### config.mk
export PLATFORM = sky130hd
export DESIGN_NAME = amsg_sqrt
export DESIGN_NICKNAME = d
export VERILOG_FILES = /design/src/hw/rtl/amsg_pkg.sv /design/src/hw/rtl/amsg_sqrt.sv
export SDC_FILE = /design/constraint.sdc
export NUM_CORES = 2
export LEC_CHECK = 0
export BUFFER_PORTS_ARGS = -buffer_cell sky130_fd_sc_hd__buf_2
export CORE_UTILIZATION = 45
export CTS_BUF_LIST = sky130_fd_sc_hd__clkbuf_2 sky130_fd_sc_hd__clkbuf_4 sky130_fd_sc_hd__clkbuf_8
export DETAILED_ROUTE_END_ITERATION = 10
export SLEW_MARGIN = 30
export SYNTH_ARGS = -nofsm -noshare
export SYNTH_HDL_FRONTEND = slang
export SYNTH_SLANG_ARGS = --single-unit
### constraint.sdc
create_clock -name clk -period 3.1 [get_ports clk]
set_input_delay 0.62 -clock clk [delete_from_list [all_inputs] [get_ports clk]]
set_output_delay 0.62 -clock clk [all_outputs]
set_load 0.02 [all_outputs]
### src/hw/rtl/amsg_pkg.sv
package amsg_pkg;

  localparam int IdxW     = 12;
  localparam int DataW    = 32;
  localparam int RootW    = 24;   // floor(sqrt(vhat << 16)) fits in 24 bits
  localparam int DenW     = 25;   // root + epsilon
  localparam int SqrtRadW = 48;
  localparam int QuotW    = 32;

  localparam logic [1:0] REG_BETA_FIRST  = 2'd0;
  localparam logic [1:0] REG_BETA_SECOND = 2'd1;
  localparam logic [1:0] REG_EPSILON     = 2'd2;
  localparam logic [1:0] REG_STEP_SCALE  = 2'd3;

  localparam logic [15:0] BETA_FIRST_RST  = 16'd58982;
  localparam logic [15:0] BETA_SECOND_RST = 16'd65470;
  localparam logic [15:0] EPSILON_RST     = 16'd1;
  localparam logic [31:0] STEP_SCALE_RST  = 32'd66;

  localparam logic [31:0] POS_LIMIT = 32'h7FFF_FFFF;
  localparam logic [31:0] NEG_LIMIT = 32'h8000_0000;

  typedef struct packed {
    logic [IdxW-1:0]         element_index;
    logic signed [DataW-1:0] gradient;
  } item_t;

  typedef struct packed {
    logic signed [DataW-1:0] update_value;
    logic                    saturated;
  } result_t;

  typedef struct packed {
    logic signed [DataW-1:0] m;
    logic [DataW-1:0]        v;
    logic [DataW-1:0]        vhat;
  } mom_t;

  typedef struct packed {
    logic oor;    // index out of range
    logic sat;
    logic neg;    // sign of m
    logic zero;   // m == 0
    logic ovf;    // quotient >= 2^32 or zero denominator
  } tag_t;

  typedef struct packed {
    logic [DataW-1:0] ma;
    tag_t             tag;
  } side_t;

endpackage

### src/hw/rtl/amsg_sqrt.sv
module amsg_sqrt (
  input  logic                          clk,
  input  logic                          rst,
  input  logic                          in_valid,
  input  logic [amsg_pkg::SqrtRadW-1:0] radicand,
  input  amsg_pkg::side_t               in_side,
  output logic                          out_valid,
  output logic [amsg_pkg::RootW-1:0]    root,
  output amsg_pkg::side_t               out_side
);
  import amsg_pkg::*;

  localparam int RemW = RootW + 2;

  logic                vld  [RootW+1];
  logic [SqrtRadW-1:0] x    [RootW+1];
  logic [RemW-1:0]     rem  [RootW+1];
  logic [RootW-1:0]    rt   [RootW+1];
  side_t               side [RootW+1];

  assign vld[0]  = in_valid;
  assign x[0]    = radicand;
  assign rem[0]  = '0;
  assign rt[0]   = '0;
  assign side[0] = in_side;

  // one result bit per stage, two radicand bits consumed
  for (genvar k = 0; k < RootW; k++) begin : g_stage
    logic [RemW+1:0] trial_rem;
    logic [RemW+1:0] trial;
    logic            fits;

    always_comb begin
      trial_rem = {rem[k], x[k][SqrtRadW-1 -: 2]};
      trial     = {2'b00, rt[k], 2'b01};
      fits      = trial_rem >= trial;
    end

    always_ff @(posedge clk) begin
      if (rst) begin
        vld[k+1] <= 1'b0;
      end else begin
        vld[k+1] <= vld[k];
      end
      x[k+1]    <= {x[k][SqrtRadW-3:0], 2'b00};
      rem[k+1]  <= fits ? RemW'(trial_rem - trial) : RemW'(trial_rem);
      rt[k+1]   <= {rt[k][RootW-2:0], fits};
      side[k+1] <= side[k];
    end
  end

  assign out_valid = vld[RootW];
  assign root      = rt[RootW];
  assign out_side  = side[RootW];

endmodule

==> reports/qor.yml <==
global_routing:
  use_met2_pct: 25.66
  grt_max_degree: 35
  grt_pass1_wl_um: 200200
  use_met3_pct: 3.834
  grt_use_total_pct: 15.53
  grt-ovfl-total: 0
  grt_antenna_before_repair: 2
  grt_use_met1_pct: 19.18
  grt.busiest_layer: "met2"
  grt_pass1_vias: 41440
worst_hold_path:
  hold_path_class: "input port to register"
setup_path:
  crit_required_ps: 4010
  critPathMaxFanout: 6
  cp_cell_sequence: "inv_1 > ha_1 > nand4_1 > a2111oi_0 > buf_4 > a211oi_1 > nor2_1 > a31oi_1 > o21bai_1 > a2111oi_1 > xor2_1"
  path_class: "register to register"
  worstSetupEndpointType: "register"
  cp.arrival_ps: 3890
  startpoint_type: "register"
  slowest_delay_ps: 470
  cp_top_family: "compound AO/OA/AOI/OAI gates"
  crit_slowest_cell: "a2111oi_1"
  r2r_slack_ps: 120
  worst-path-buf-inv: 2
clock_network:
  cts_tree: "done"
  ctsHtreeMaxLevel: 5
  root_buffer: "clkbuf_8"
  clkTransAtPathRegs_ps: 60
  cts_sinks: 2327
  cts_inserted_buffers: 370
  clockBufferDepth: 4
  insertion_delay_ps: 1030
floorplanning:
  die_h_um: 397.3
  initial_utilization_pct: 45.49
  die_w_um: 397.3
  rows: 144
  io-pin-count: 150
  core_um2: 154600
  dieArea_um2: 157800
logic_synthesis:
  ys_warn_count: 0
  synth.avg_cell_area_um2: 11.69
  synth_top_area_share_pct: 66.25
  synthesis.nets: 6428
  synth_edf_count: 0
  netlist_area_um2: 70320
  synth_cells: 6014
  ys.flop_type: "dfxtp_1"
  synth_top_area_cell: "dfxtp_1"
  yosysSeqAreaShare_pct: 66.25
  ys_ff_latch: 2327
  ys_async_sr_fraction_pct: 0
  synth.area.top_cells: "dfxtp_1 66%, ha_1 5.8%, xnor2_1 2.8%"
  yosysUniqueCellTypes: 92
placed_design:
  io_buffers: 149
  gp_congestion: 0.8945
  dp_hpwl_um: 87020
  place_inst: 8194
  dp_slack_ps: 63.94
sta:
  min_period_ps: 2980
  setup_viol: 0
  fin_crit_sh_pct: 96.12
  tns_ps: 0
  drv_slew: 0
  worst_slack_ps: 120.2
  slew_headroom_pct: 43.12
  hold_ws_ps: 232.0
  worstMarginPinSlew_ps: 845.4
  finalHoldViolations: 0
  finClkSkew_ps: 96.97
  fmax_mhz: 335.6
drt:
  avgViaCountPerCell: 4.688
  ant_nets: 0
  dr_total_vias: 41820
  drc: 0
  wl_per_cell_um: 13.74
  drt-initial-drc-count: 1943
  drt-pass1-iter-count: 5
  drt_wl_total_um: 122500
finish:
  instances_no_fill: 8920
  layout_commonest_cell: "dfxtp_1"
  fin_nets: 7027
  final_cell_mix: "2326 x dfxtp_1, 468 x clkbuf_8, 408 x inv_1"
  syn2layout_area_growth_pct: 17.88
  drive_above_1_share_pct: 15.04
run:
  drv_cap: 0
power:
  vdd_drop_max_uv: 639.5
  p_per_area_nw_per_um2: 860.2
  leakage_uw: 0.03824
status:
  outcome: "completed"
## final timing paths
check / depth (start not counted) / to / startpoint
hold / removal: 2 / x[1130]$_DFF_P_ / radicand[24]
hold reg to reg: 0 / x[1093]$_DFF_P_ / x[1139]$_DFF_P_
setup reg to reg: 11 / g_stage[19].trial_rem[24]$_DFF_P_ / g_stage[18].trial[6]$_DFF_P_
setup / recovery: 11 / g_stage[19].trial_rem[24]$_DFF_P_ / g_stage[18].trial[6]$_DFF_P_
## state kept, by name (all words and copies together) (netlist names)
name	flops
vld	23
root	24
g_stage.trial_rem	609
side	851
x	506
out_side	37
out_valid	1
g_stage.trial	276
## cell type report
class	instances	area, µm²
fill	13470	71700
sequential	2327	46590
multi-input combinational	3143	21640
clock buffer	570	7207
timing repair buffer	360	2628
tap	2044	2557
inverter	411	1546
clock inverter	63	725.7
antenna	2	5.005
## cells by family (layout without fill, tap and decap cells)
family / after synthesis / count (layout) / share of synthesized area [%]
AO/OA/AOI/OAI: 991 / 991 / 8.879
XOR/XNOR: 447 / 447 / 5.568
adder cells (fa/ha/maj): 326 / 326 / 5.801
buffers and inverters: 544 / 1404 / 3.128
flip-flops: 2327 / 2327 / 66.25
multiplexers: 52 / 52 / 0.8167
other: 1 / 3 / 0.005333
AND/OR/NAND/NOR: 1326 / 1326 / 9.553
## synth_stat cells, types with 14 or more instances
cell	n
nand4_1	56
o211ai_1	18
a31oi_1	21
inv_1	408
nand3_1	72
dfxtp_1	2327
or2_2	36
a211oi_1	35
o21a_1	60
nor4b_1	14
nand2b_1	60
xor2_1	222
nor4_1	70
o21bai_1	20
xnor2_1	225
a21o_1	116
nor2b_1	73
clkbuf_1	78
o21ai_0	216
o31ai_1	40
a21oi_1	329
and3_1	31
nand2_1	295
buf_4	37
mux2_2	43
ha_1	326
nor2_1	333
or3_1	49
or4_1	36
nor3_1	128
## metal layers
layer  wire length [µm]  vias up
met5                  0        -
met4               3718        0
met3               5895      255
met2              57160      834
met1              55770    19220
li1                   -    21510
## where the power goes
group	total [µW]	switching [µW]	leakage (µW)	internal, µW
Sequential	36000	2360	0.0195	33600
Combinational	8420	4430	0.0145	3990
Clock	26900	10900	0.00423	16000
## timing repair
item,4_1_cts,5_1_grt
buffers inserted,0,2
hold buffers,89,0
endpoints found under the hold margin,110,0
gates resized for setup,0,25
endpoints found under the setup margin,0,71
## worst reg2reg max path: stages (launching register included)
cell	delay, ps
dfxtp_1	360
inv_1	60
ha_1	350
nand4_1	170
a2111oi_0	100
buf_4	160
a211oi_1	390
nor2_1	160
a31oi_1	340
o21bai_1	130
a2111oi_1	470
xor2_1	210
## through the flow
step / area (µm²) / utilization (%) / total power (µW)
2_1_floorplan: 70320 / - / 42190
4_1_cts: 82790 / 53.56 / 72460
6_report: 82890 / 53.62 / 71300
5_1_grt: 82890 / 53.62 / 75330
3_5_place_dp: 73970 / 47.85 / 44970
3_3_place_gp: 73970 / 47.85 / 44840
Power figures use the tool's default switching activity.
